**src/hdl/cpoq_pkg.sv**
```systemverilog
`timescale 1ns / 1ps
// ----------------------------------------------------------------------------
// cpoq_pkg
// Shared types and codes for the class priority order queue: the stored
// entry layout, operation and status codes, and scanner control.
// ----------------------------------------------------------------------------
package cpoq_pkg;

  // operation codes
  localparam logic [2:0] OP_APPEND = 3'd0;
  localparam logic [2:0] OP_REMOVE = 3'd1;
  localparam logic [2:0] OP_POP    = 3'd2;
  localparam logic [2:0] OP_PEEK   = 3'd3;
  localparam logic [2:0] OP_SWAP   = 3'd4;

  // status codes
  localparam logic [1:0] ST_OK    = 2'd0;
  localparam logic [1:0] ST_EMPTY = 2'd1;
  localparam logic [1:0] ST_FULL  = 2'd2;
  localparam logic [1:0] ST_RANGE = 2'd3;

  // number of priority classes searched, highest first (1, 2, 3)
  localparam int unsigned NUM_PRIO = 3;

  // one stored entry
  typedef struct packed {
    logic [1:0]  cls;
    logic [15:0] tag;
    logic [15:0] army;
  } entry_t;

  // scanner control from the sequencer
  typedef struct packed {
    logic clear;
    logic sample;
  } scan_ctl_t;

endpackage

```
**src/hdl/cpoq_scan.sv**
```systemverilog
`timescale 1ns / 1ps
// ----------------------------------------------------------------------------
// cpoq_scan
// Watches entries streamed out of the table in list order and keeps the
// first entry of each priority class plus the head; presents the entry
// that pop and peek select.
// ----------------------------------------------------------------------------
module cpoq_scan import cpoq_pkg::*; #(
  parameter int unsigned PW = 4
) (
  input  logic          clk_i,
  input  logic          rst_ni,
  input  scan_ctl_t     ctl_i,
  input  logic [PW-1:0] pos_i,
  input  entry_t        entry_i,
  output logic [PW-1:0] sel_pos_o,
  output entry_t        sel_entry_o
);

  logic   [NUM_PRIO-1:0] found_q;
  logic   [PW-1:0]       pos_q [NUM_PRIO];
  entry_t                ent_q [NUM_PRIO];
  entry_t                head_q;

  // first-hit flags per class
  always_ff @(posedge clk_i or negedge rst_ni) begin
    if (!rst_ni) begin
      found_q <= '0;
    end else if (ctl_i.clear) begin
      found_q <= '0;
    end else if (ctl_i.sample) begin
      for (int c = 0; c < NUM_PRIO; c++) begin
        if (entry_i.cls == 2'(c + 1)) begin
          found_q[c] <= 1'b1;
        end
      end
    end
  end

  // captured position and entry of each first hit
  always_ff @(posedge clk_i) begin
    if (ctl_i.sample) begin
      for (int c = 0; c < NUM_PRIO; c++) begin
        if (!found_q[c] && entry_i.cls == 2'(c + 1)) begin
          pos_q[c] <= pos_i;
          ent_q[c] <= entry_i;
        end
      end
      if (pos_i == '0) begin
        head_q <= entry_i;
      end
    end
  end

  // priority pick, head when no class matched
  always_comb begin
    sel_pos_o   = '0;
    sel_entry_o = head_q;
    for (int c = NUM_PRIO - 1; c >= 0; c--) begin
      if (found_q[c]) begin
        sel_pos_o   = pos_q[c];
        sel_entry_o = ent_q[c];
      end
    end
  end

endmodule

```
**src/hdl/class_priority_order_queue_top.sv**
```systemverilog
`timescale 1ns / 1ps
// ----------------------------------------------------------------------------
// class_priority_order_queue_top
// Ordered list of class/tag/army entries held in a one-port-read,
// one-port-write table, with a sequencer for append, remove, pop, peek, swap.
// ----------------------------------------------------------------------------
// One item is worked at a time; every access goes through the single read
// port of the entry table, whose data arrives in the cycle after the address.
// Append writes at once; remove reads the entry and shifts the later ones
// down; peek streams the list through the scanner, pop also closes the gap
// at the selected entry; swap reads both entries and writes them crosswise.
// The result sits in an output register, so the next item is taken while a
// result still waits. No clearing pass is needed after reset.
module class_priority_order_queue_top import cpoq_pkg::*; #(
  parameter int unsigned DEPTH = 16
) (
  input  logic        clk_i,
  input  logic        rst_ni,
  input  logic        in_valid_i,
  output logic        in_stall_o,
  input  logic [2:0]  kind_i,
  input  logic [1:0]  entry_class_i,
  input  logic [15:0] entry_tag_i,
  input  logic [15:0] entry_army_i,
  input  logic [3:0]  position_a_i,
  input  logic [3:0]  position_b_i,
  output logic        out_valid_o,
  input  logic        out_stall_i,
  output logic [1:0]  status_o,
  output logic [15:0] out_tag_o,
  output logic [1:0]  out_class_o,
  output logic [15:0] out_army_o,
  output logic [4:0]  occupancy_o
);

  localparam int unsigned PW = (DEPTH > 1) ? $clog2(DEPTH) : 1;
  localparam int unsigned CW = $clog2(DEPTH + 1);
  localparam int unsigned NW = CW + 1;
  localparam int unsigned XW = (CW > 4) ? CW : 4;

  localparam logic [3:0] S_IDLE = 4'd0;
  localparam logic [3:0] S_RMRD = 4'd1;
  localparam logic [3:0] S_SCAN = 4'd2;
  localparam logic [3:0] S_SEL  = 4'd3;
  localparam logic [3:0] S_MOVE = 4'd4;
  localparam logic [3:0] S_SWA  = 4'd5;
  localparam logic [3:0] S_SWB  = 4'd6;
  localparam logic [3:0] S_SWW  = 4'd7;
  localparam logic [3:0] S_DONE = 4'd8;

  logic [3:0]    state_q, state_d;
  logic [CW-1:0] count_q, count_d;
  logic [PW-1:0] ptr_q, ptr_d;
  logic [2:0]    op_q, op_d;
  logic [PW-1:0] a_idx_q, a_idx_d;
  logic [PW-1:0] b_idx_q, b_idx_d;
  entry_t        hold_q, hold_d;
  logic [1:0]    pend_status_q, pend_status_d;
  entry_t        pend_q, pend_d;

  logic          out_valid_q;
  logic [1:0]    out_status_q;
  entry_t        out_q;
  logic [4:0]    out_occ_q;

  // entry table ports
  entry_t        mem_q [DEPTH];
  logic          rd_en, wr_en;
  logic [PW-1:0] rd_addr, wr_addr;
  entry_t        wr_data, rdata_q;

  // scanner
  scan_ctl_t     scan_ctl;
  logic [PW-1:0] sel_pos;
  entry_t        sel_entry;

  // gap closing helpers
  logic [PW-1:0] gap_pos;
  logic [NW-1:0] gap_next, move_next;
  logic          load_out, in_fire;
  logic [XW-1:0] pa_x, pb_x, cnt_x;

  assign in_fire  = in_valid_i && !in_stall_o;
  assign load_out = (state_q == S_DONE) && (!out_valid_q || !out_stall_i);
  assign pa_x     = XW'(position_a_i);
  assign pb_x     = XW'(position_b_i);
  assign cnt_x    = XW'(count_q);

  assign gap_pos   = (state_q == S_RMRD) ? a_idx_q : sel_pos;
  assign gap_next  = NW'(gap_pos) + NW'(1);
  assign move_next = NW'(ptr_q) + NW'(2);

  cpoq_scan #(
    .PW (PW)
  ) u_scan (
    .clk_i       (clk_i),
    .rst_ni      (rst_ni),
    .ctl_i       (scan_ctl),
    .pos_i       (ptr_q),
    .entry_i     (rdata_q),
    .sel_pos_o   (sel_pos),
    .sel_entry_o (sel_entry)
  );

  // sequencer
  always_comb begin
    state_d       = state_q;
    count_d       = count_q;
    ptr_d         = ptr_q;
    op_d          = op_q;
    a_idx_d       = a_idx_q;
    b_idx_d       = b_idx_q;
    hold_d        = hold_q;
    pend_status_d = pend_status_q;
    pend_d        = pend_q;
    rd_en         = 1'b0;
    rd_addr       = '0;
    wr_en         = 1'b0;
    wr_addr       = '0;
    wr_data       = rdata_q;
    scan_ctl      = '0;

    case (state_q)
      S_IDLE: begin
        if (in_fire) begin
          op_d          = kind_i;
          a_idx_d       = PW'(position_a_i);
          b_idx_d       = PW'(position_b_i);
          pend_status_d = ST_OK;
          pend_d        = '0;
          scan_ctl.clear = 1'b1;
          state_d       = S_DONE;
          case (kind_i)
            OP_APPEND: begin
              if (count_q == CW'(DEPTH)) begin
                pend_status_d = ST_FULL;
              end else begin
                wr_en        = 1'b1;
                wr_addr      = count_q[PW-1:0];
                wr_data.cls  = entry_class_i;
                wr_data.tag  = entry_tag_i;
                wr_data.army = entry_army_i;
                count_d      = count_q + CW'(1);
              end
            end
            OP_REMOVE: begin
              if (count_q == '0) begin
                pend_status_d = ST_EMPTY;
              end else if (pa_x >= cnt_x) begin
                pend_status_d = ST_RANGE;
              end else begin
                rd_en   = 1'b1;
                rd_addr = PW'(position_a_i);
                state_d = S_RMRD;
              end
            end
            OP_POP, OP_PEEK: begin
              if (count_q == '0) begin
                pend_status_d = ST_EMPTY;
              end else begin
                rd_en   = 1'b1;
                rd_addr = '0;
                ptr_d   = '0;
                state_d = S_SCAN;
              end
            end
            OP_SWAP: begin
              if (count_q == '0) begin
                pend_status_d = ST_EMPTY;
              end else if (pa_x >= cnt_x || pb_x >= cnt_x) begin
                pend_status_d = ST_RANGE;
              end else begin
                rd_en   = 1'b1;
                rd_addr = PW'(position_a_i);
                state_d = S_SWA;
              end
            end
            default: begin
            end
          endcase
        end
      end

      // removed entry arrives, start closing the gap
      S_RMRD: begin
        pend_d.army = rdata_q.army;
        if (gap_next < NW'(count_q)) begin
          rd_en   = 1'b1;
          rd_addr = gap_next[PW-1:0];
          ptr_d   = gap_pos;
          state_d = S_MOVE;
        end else begin
          count_d = count_q - CW'(1);
          state_d = S_DONE;
        end
      end

      // stream the list through the scanner
      S_SCAN: begin
        scan_ctl.sample = 1'b1;
        if (NW'(ptr_q) + NW'(1) < NW'(count_q)) begin
          rd_en   = 1'b1;
          rd_addr = ptr_q + PW'(1);
          ptr_d   = ptr_q + PW'(1);
        end else begin
          state_d = S_SEL;
        end
      end

      // report the selected entry, pop also closes its gap
      S_SEL: begin
        pend_d = sel_entry;
        if (op_q == OP_POP) begin
          if (gap_next < NW'(count_q)) begin
            rd_en   = 1'b1;
            rd_addr = gap_next[PW-1:0];
            ptr_d   = gap_pos;
            state_d = S_MOVE;
          end else begin
            count_d = count_q - CW'(1);
            state_d = S_DONE;
          end
        end else begin
          state_d = S_DONE;
        end
      end

      // shift one entry down, read the next one ahead
      S_MOVE: begin
        wr_en   = 1'b1;
        wr_addr = ptr_q;
        wr_data = rdata_q;
        ptr_d   = ptr_q + PW'(1);
        if (move_next < NW'(count_q)) begin
          rd_en   = 1'b1;
          rd_addr = move_next[PW-1:0];
        end else begin
          count_d = count_q - CW'(1);
          state_d = S_DONE;
        end
      end

      S_SWA: begin
        hold_d  = rdata_q;
        rd_en   = 1'b1;
        rd_addr = b_idx_q;
        state_d = S_SWB;
      end

      S_SWB: begin
        wr_en   = 1'b1;
        wr_addr = a_idx_q;
        wr_data = rdata_q;
        state_d = S_SWW;
      end

      S_SWW: begin
        wr_en   = 1'b1;
        wr_addr = b_idx_q;
        wr_data = hold_q;
        state_d = S_DONE;
      end

      // wait for the output register to free up
      S_DONE: begin
        if (load_out) begin
          state_d = S_IDLE;
        end
      end

      default: begin
        state_d = S_IDLE;
      end
    endcase
  end

  // control registers
  always_ff @(posedge clk_i or negedge rst_ni) begin
    if (!rst_ni) begin
      state_q     <= S_IDLE;
      count_q     <= '0;
      out_valid_q <= 1'b0;
    end else begin
      state_q <= state_d;
      count_q <= count_d;
      if (load_out) begin
        out_valid_q <= 1'b1;
      end else if (!out_stall_i) begin
        out_valid_q <= 1'b0;
      end
    end
  end

  // working and result payload
  always_ff @(posedge clk_i) begin
    ptr_q         <= ptr_d;
    op_q          <= op_d;
    a_idx_q       <= a_idx_d;
    b_idx_q       <= b_idx_d;
    hold_q        <= hold_d;
    pend_status_q <= pend_status_d;
    pend_q        <= pend_d;
    if (load_out) begin
      out_status_q <= pend_status_q;
      out_q        <= pend_q;
      out_occ_q    <= 5'(count_q);
    end
  end

  // entry table, registered read
  always_ff @(posedge clk_i) begin
    if (wr_en) begin
      mem_q[wr_addr] <= wr_data;
    end
    if (rd_en) begin
      rdata_q <= mem_q[rd_addr];
    end
  end

  assign in_stall_o  = (state_q != S_IDLE);
  assign out_valid_o = out_valid_q;
  assign status_o    = out_status_q;
  assign out_tag_o   = out_q.tag;
  assign out_class_o = out_q.cls;
  assign out_army_o  = out_q.army;
  assign occupancy_o = out_occ_q;

  // fill level never passes the table size
  assert property (@(posedge clk_i) disable iff (!rst_ni)
    count_q <= CW'(DEPTH))
    else $error("entry count beyond depth");

  // a full status is only reported while the table is full
  assert property (@(posedge clk_i) disable iff (!rst_ni)
    (load_out && pend_status_q == ST_FULL) |-> count_q == CW'(DEPTH))
    else $error("full status with free entries");

  // table writes stay inside the table
  assert property (@(posedge clk_i) disable iff (!rst_ni)
    wr_en |-> NW'(wr_addr) < NW'(DEPTH))
    else $error("table write out of range");

  // a shift only runs on a list that holds something
  assert property (@(posedge clk_i) disable iff (!rst_ni)
    (state_q == S_MOVE) |-> (count_q != '0 && NW'(ptr_q) + NW'(1) < NW'(count_q)))
    else $error("shift past the tail");

  // an accepted item is followed by a busy cycle
  assert property (@(posedge clk_i) disable iff (!rst_ni)
    in_fire |=> in_stall_o)
    else $error("item accepted while busy");

endmodule

```
**config.mk**
```make
export PLATFORM = sky130hd
export DESIGN_NAME = class_priority_order_queue_top
export DESIGN_NICKNAME = d
export VERILOG_FILES = /design/src/hdl/cpoq_pkg.sv /design/src/hdl/cpoq_scan.sv /design/src/hdl/class_priority_order_queue_top.sv
export SDC_FILE = /design/constraint.sdc
export NUM_CORES = 1
export LEC_CHECK = 0
export BUFFER_PORTS_ARGS = -buffer_cell sky130_fd_sc_hd__buf_2
export CAP_MARGIN = 20
export CORE_ASPECT_RATIO = 1.1
export CORE_UTILIZATION = 36
export DETAILED_ROUTE_END_ITERATION = 12
export HOLD_SLACK_MARGIN = 0.08
export PLACE_DENSITY = 0.49
export SYNTH_ARGS = -nofsm -noshare
export SYNTH_HDL_FRONTEND = slang
export SYNTH_SLANG_ARGS = --single-unit
```
**constraint.sdc**
```tcl
create_clock -name clk_i -period 15.61 [get_ports clk_i]
set_input_delay 0.7805 -clock clk_i [delete_from_list [all_inputs] [get_ports clk_i]]
set_output_delay 0.7805 -clock clk_i [all_outputs]
set_load 0.01 [all_outputs]
```
==> run metrics, run 1 <==
outcome=completed; crit-path cells=nor4b_4 -> buf_4 -> nor4bb_1 -> nor2_1 -> ha_1 -> xnor2_1 -> ha_1 -> nor2_1 -> a21oi_1 -> nor3_1 -> a2111oi_4 -> and2_4 -> buf_4 -> buf_4 -> mux2i_1 -> a221o_1 -> o2bb2ai_1; GRT Util Overall=18.9%; CTS Buf Count=91; CP top delay family=simple AND/OR/NAND/NOR gates; row count=119; Synth Instances=2270; Tmin final=7060 ps; RSZ-0062 raised after global routing=false; Worst-path clk slew=60 ps; clock sink count=865; Via density=5.39; initial antenna violation count=2; Critical Path RT=16120 ps; clk root buf=clkbuf_16; Synth-to-Final Area Change=14.3%; Setup CP Type=reg2reg; # IOs=92; Max Cap Viol=0; metal1 wirelength=41500 µm; Peak VDD IR=0.000203 V; Yosys top cell area share=73.5%; share of cells above drive strength 1=13.6%; ranking of synthesized cells by area=edfxtp_1 (74%), mux2i_1 (5.1%), nand2_1 (2.7%), a21oi_1 (1.7%), a211oi_1 (1.5%); syn avg cell area=15.3 µm²; Leakage=13.7 nW; PnR worst setup slack=8550 ps; Final Max Tran Viols=0; CP peak stage delay=940 ps; DIE WIDTH=298 µm; antenna viol nets, final=0; core footprint=95700 µm²; fmax=0.142 GHz; vias=20000; Slew HR=26.8%; CP Capture Type=register; crit path max-delay cell type=buf_4; worst clock skew=25.8 ps; Post-Syn Area=34800 µm²; Buffers on Ports=91; placed inst area=36900 µm²; Top Metal Used=met4; sequential share of the synthesized area=74.4%; Syn Nets=2347; Met3 Routed Length=5210 µm; final net count=2444; Post-synth top cells=edfxtp_1 (852), nand2_1 (248), mux2i_1 (176), nor2_1 (137), a21oi_1 (115); power density over the cells=207 nW/µm²; Starting Density=36.4%; Synth area leader=edfxtp_1; post-route cell area=39800 µm²; cts hold-fix bufs=1; Clock Path Buffers=3; htree depth=3; WP buf/inv=3; setup TNS=0 ps; drt first pass iters=5; Die Area=97900 µm²; Post-synth EDFFs=852; post-CTS sizing=0; Post-synth top flop=edfxtp_1; Clock Latency Late Sink=660 ps; most frequent CP cell=buf_4; # DRC=0; HP Class=in2reg; largest net degree at the start of global routing=77; total grt overflow=0; Antenna Cells=0; Final Hold Fails=0; Power Total=8.23 mW; CP startpoint kind=register; DP HPWL=48500 µm; Netlist cell types=64; Post-Route WL=93000 µm; Arr. time, crit path=7560 ps; WL/cell=25.1 µm; flops & latches, synth=865; final period utilization=45.2%; Iter 0 DRT Violations=1640; vias in the first global route=19700; wire length on met2=44100 µm; Worst Path Max Fanout=71; gpl congestion=0.837; YS warnings=0; asr flop ratio synth=1.50%; Die Span Y=328 µm; final-layout fill cell count=8547; CTS tree=built; Finish-stage setup viols=0; most numerous cell in the Yosys netlist=edfxtp_1; Slew @ Worst Pin=1100 ps; Post-Place Setup Slack=8550 ps; Post-CTS Setup Inserts=0; first-pass GRT wire length=135000 µm
## where the power goes
group,internal [mW],switching (mW)
combinational,0.808,1.79
clock,1.22,0.909
sequential,3.24,0.263
## final timing paths
| check | start | to | slack [ps] | cells after the start |
|---|---|---|---|---|
| max | state_q[0] | rdata_q[15] | 8550 | 17 |
| min | position_a_i[0] | a_idx_q[0] | 320 | 1 |
| max reg2reg | state_q[0] | rdata_q[15] | 8550 | 17 |
| min reg2reg | pend_q[32] | out_class_o[0] | 410 | 0 |
| max in group asynchronous | rst_ni | u_scan.found_q[1] | 14730 | 2 |
| min in group asynchronous | rst_ni | cnt_x[2] | 580 | 2 |
## registers in the layout, summed over array words and instances (netlist names)
name / flops
a_idx_q: 4
b_idx_q: 4
cnt_x: 5
hold_q: 34
mem_q: 544
occupancy_o: 5
op_q: 3
out_army_o: 16
out_class_o: 2
out_tag_o: 16
out_valid_o: 1
pend_q: 34
pend_status_q: 2
ptr_q: 4
rdata_q: 34
state_q: 4
status_o: 2
u_scan.ent_q: 102
u_scan.found_q: 3
u_scan.head_q: 34
u_scan.pos_q: 12
## layout by cell type, fill, tap and decap left out, drive strengths merged, types with 21 or more instances in the layout
cell	Yosys	final
a221oi	38	38
clkinv	1	44
inv	18	21
o21ai	70	70
nand3	69	69
a211oi	71	71
clkbuf	82	107
o2bb2ai	34	34
edfxtp	852	852
nor2	137	137
a21oi	116	116
a221o	38	38
buf	56	141
nand2	248	248
ha	27	27
a21boi	67	67
mux2i	176	176
a22oi	43	43
## cell type report
| cell class | instances | area, µm² | share of cell area, % |
|---|---|---|---|
| Clock buffer | 107 | 2340 | 5.87 |
| Sequential cell | 865 | 25900 | 65.1 |
| Timing Repair Buffer | 142 | 841 | 2.11 |
| Inverter | 19 | 71.3 | 0.179 |
| Tap cell | 1270 | 1590 | 3.99 |
| Multi-Input combinational cell | 1248 | 8460 | 21.3 |
| Clock inverter | 58 | 579 | 1.46 |
## layer usage
layer	up-vias	GRT usage (%)
met1	10300	26.0
met4	0	6.02
met2	584	31.0
met5	-	0
li1	9021	-
met3	132	2.71
## stage by stage
| stage | hold slack (ps) | utilization [%] | std cells |
|---|---|---|---|
| floorplan | 400 | - | 2270 |
| CTS | 293 | 41.6 | 3709 |
| global route | 314 | 41.6 | 3709 |
| finish | 321 | 41.6 | 3709 |
| global placement | 402 | 38.5 | 3543 |
| detailed placement | 405 | 38.5 | 3543 |
## logic make-up (layout without fill, tap and decap cells)
kind of cell | count (synthesis) | after routing | share of synthesized area (%)
DFF | 865 | 865 | 74.4
muxes | 183 | 183 | 5.29
AOI/OAI and AO/OA | 505 | 505 | 10.3
adders and majority gates | 28 | 28 | 1.03
and+or+nand+nor | 520 | 520 | 6.55
buffers and inverters | 157 | 326 | 2.05
xor gates and xnor gates | 12 | 12 | 0.302
(Power assumes the default switching activity.)
==> inputs of run 2 (changes only) <==
==> constraint.sdc (replaced) <==
create_clock -name clk_i -period 6.5 [get_ports clk_i]
set_input_delay 0.325 -clock clk_i [delete_from_list [all_inputs] [get_ports clk_i]]
set_output_delay 0.325 -clock clk_i [all_outputs]
set_load 0.01 [all_outputs]
==> run 2 against run 1 <==
Net effect: combinational power rose by 140%; clock power rose by 150%; maximum frequency rose by 21%; first-iteration DRC count fell by 8.9%; final area rose by 0.86%.
==> run metrics, run 2 (synthesized netlist as in run 1, its figures left out) <==
outcome=completed; total grt overflow=0; final period utilization=89.6%; routing usage on met1=24.6%; fin cells=3733; Starting Density=36.4%; Slew @ Worst Pin=1090 ps; busiest grt layer=met2; CTS tree=built; Post-Place Setup Slack=790 ps; max reg flops=544; Worst-path clk slew=60 ps; r2r endpoint=rdata_q[9]; CP startpoint kind=register; Tmin final=5820 ps; core footprint=95700 µm²; row count=119; first-pass GRT wire length=133000 µm; largest net degree at the start of global routing=69; share of cells above drive strength 1=13.9%; Post-Route WL=90300 µm; most common cell after layout, fill and taps aside=edfxtp_1; Multi-input gate area=8460 µm²; WL/cell=24.2 µm; most frequent cells in the layout=edfxtp_1 (852), nand2_1 (248), mux2i_1 (176); Finish-stage setup viols=0; Worst Path Max Fanout=67; CP Capture Type=register; Final Max Tran Viols=0; setup TNS=0 ps; DP Cell Count=3549; # IOs=92; setup slack, reg-to-reg=680 ps; Via density=5.32; RSZ-0062 raised after global routing=false; clk root buf=clkbuf_16; PnR worst setup slack=678 ps; Most flops, register=mem_q; Critical Path RT=7000 ps; M3 GR Usage=2.49%; DIE WIDTH=298 µm; Clock Path Buffers=3; drt first pass iters=5; gpl congestion=0.826; FF-to-FF Start=state_q[0]; final-layout fill cell count=8598; Register Area=25900 µm²; top flop regs=mem_q: 544 flops, u_scan.ent_q: 102 flops; DP HPWL=52600 µm; vias=19900; Die Area=97900 µm²; CP Capture Point=rdata_q[9]; Synth-to-Final Area Change=15.3%; met2 Use GR=31.4%; antenna viol nets, final=0; Die Span Y=328 µm; CTS Buf Count=91; critical path launch point=state_q[0]; vias in the first global route=19900; Post-CTS Setup Inserts=0; htree depth=3; Worst R2R Path Depth=15; Iter 0 DRT Violations=1494; Max Cap Viol=0; Final Hold Fails=0; fmax=0.172 GHz; Peak VDD IR=0.000282 V; Leakage=13.9 nW; worst clock skew=25.2 ps; Setup CP Type=reg2reg; # DRC=0; initial antenna violation count=2; final net count=2462; clock sink count=865; power density over the cells=497 nW/µm²; Arr. time, crit path=6320 ps; Buffers on Ports=91; Worst Hold Path Cells=4; Core Util, Final=41.9%; GRT Util Overall=18.5%; Slew HR=27.2%; HP Class=in2reg; Clock Latency Late Sink=660 ps
## run 2: final cells by class
type / instances / share of cell area (%)
flip-flops and latches: 865 / 64.6
multi-input cells: 1248 / 21.1
clock buffers: 109 / 5.90
well taps: 1270 / 3.96
repair buffers: 160 / 2.71
clock inverters: 61 / 1.60
inverters: 19 / 0.178
diodes: 1 / 0.00624
## run 2: critical path, stage by stage (launching register included)
cell and delay [ps]:
dfrtp_1 620, nor4b_4 260, nor4bb_1 640, nor2_1 180, ha_1 280, xnor2_1 520
ha_1 360, nand3_1 80, nand4b_1 110, o31a_1 320, nor3_4 550, o21ai_0 180
and4bb_2 270, buf_4 430, a221oi_1 670, o2bb2ai_1 180
## run 2: stage by stage
step	power, mW	hold slack [ps]	cell area, µm²
global placement	14.7	266	37000
global route	21.0	190	40100
floorplan	12.5	29.4	34800
CTS	20.1	124	40100
detailed placement	14.9	279	37000
finish	19.9	173	40100
## run 2: how the worst min path moves through the flow
| stage | to | from | slack (ps) |
|---|---|---|---|
| floorplan | cnt_x[0] | rst_ni | 30 |
| global placement | cnt_x[1] | rst_ni | 270 |
| detailed placement | cnt_x[1] | rst_ni | 280 |
| CTS | u_scan.found_q[1] | rst_ni | 120 |
| global route | u_scan.found_q[0] | rst_ni | 190 |
| finish | state_q[0] | in_valid_i | 170 |
## run 2: metal layers
metal / part of all wire [%] / routed length, µm
met1: 44 / 39600
met2: 49 / 44400
met3: 4.6 / 4160
met4: 2.4 / 2130
met5: 0 / 0
## run 2: report_power, final
| part | internal, mW | switching, mW | leakage (nW) |
|---|---|---|---|
| Combinational | 2.00 | 4.26 | 4.53 |
| Sequential | 7.77 | 0.657 | 7.90 |
| Clock | 3.08 | 2.15 | 1.46 |
## run 2: timing repair
item                                    in CTS  in global routing
hold endpoints to repair                    26                  0
hold buffers                                13                  0
endpoints found under the setup margin       0                  0
resized for setup                            0                  0
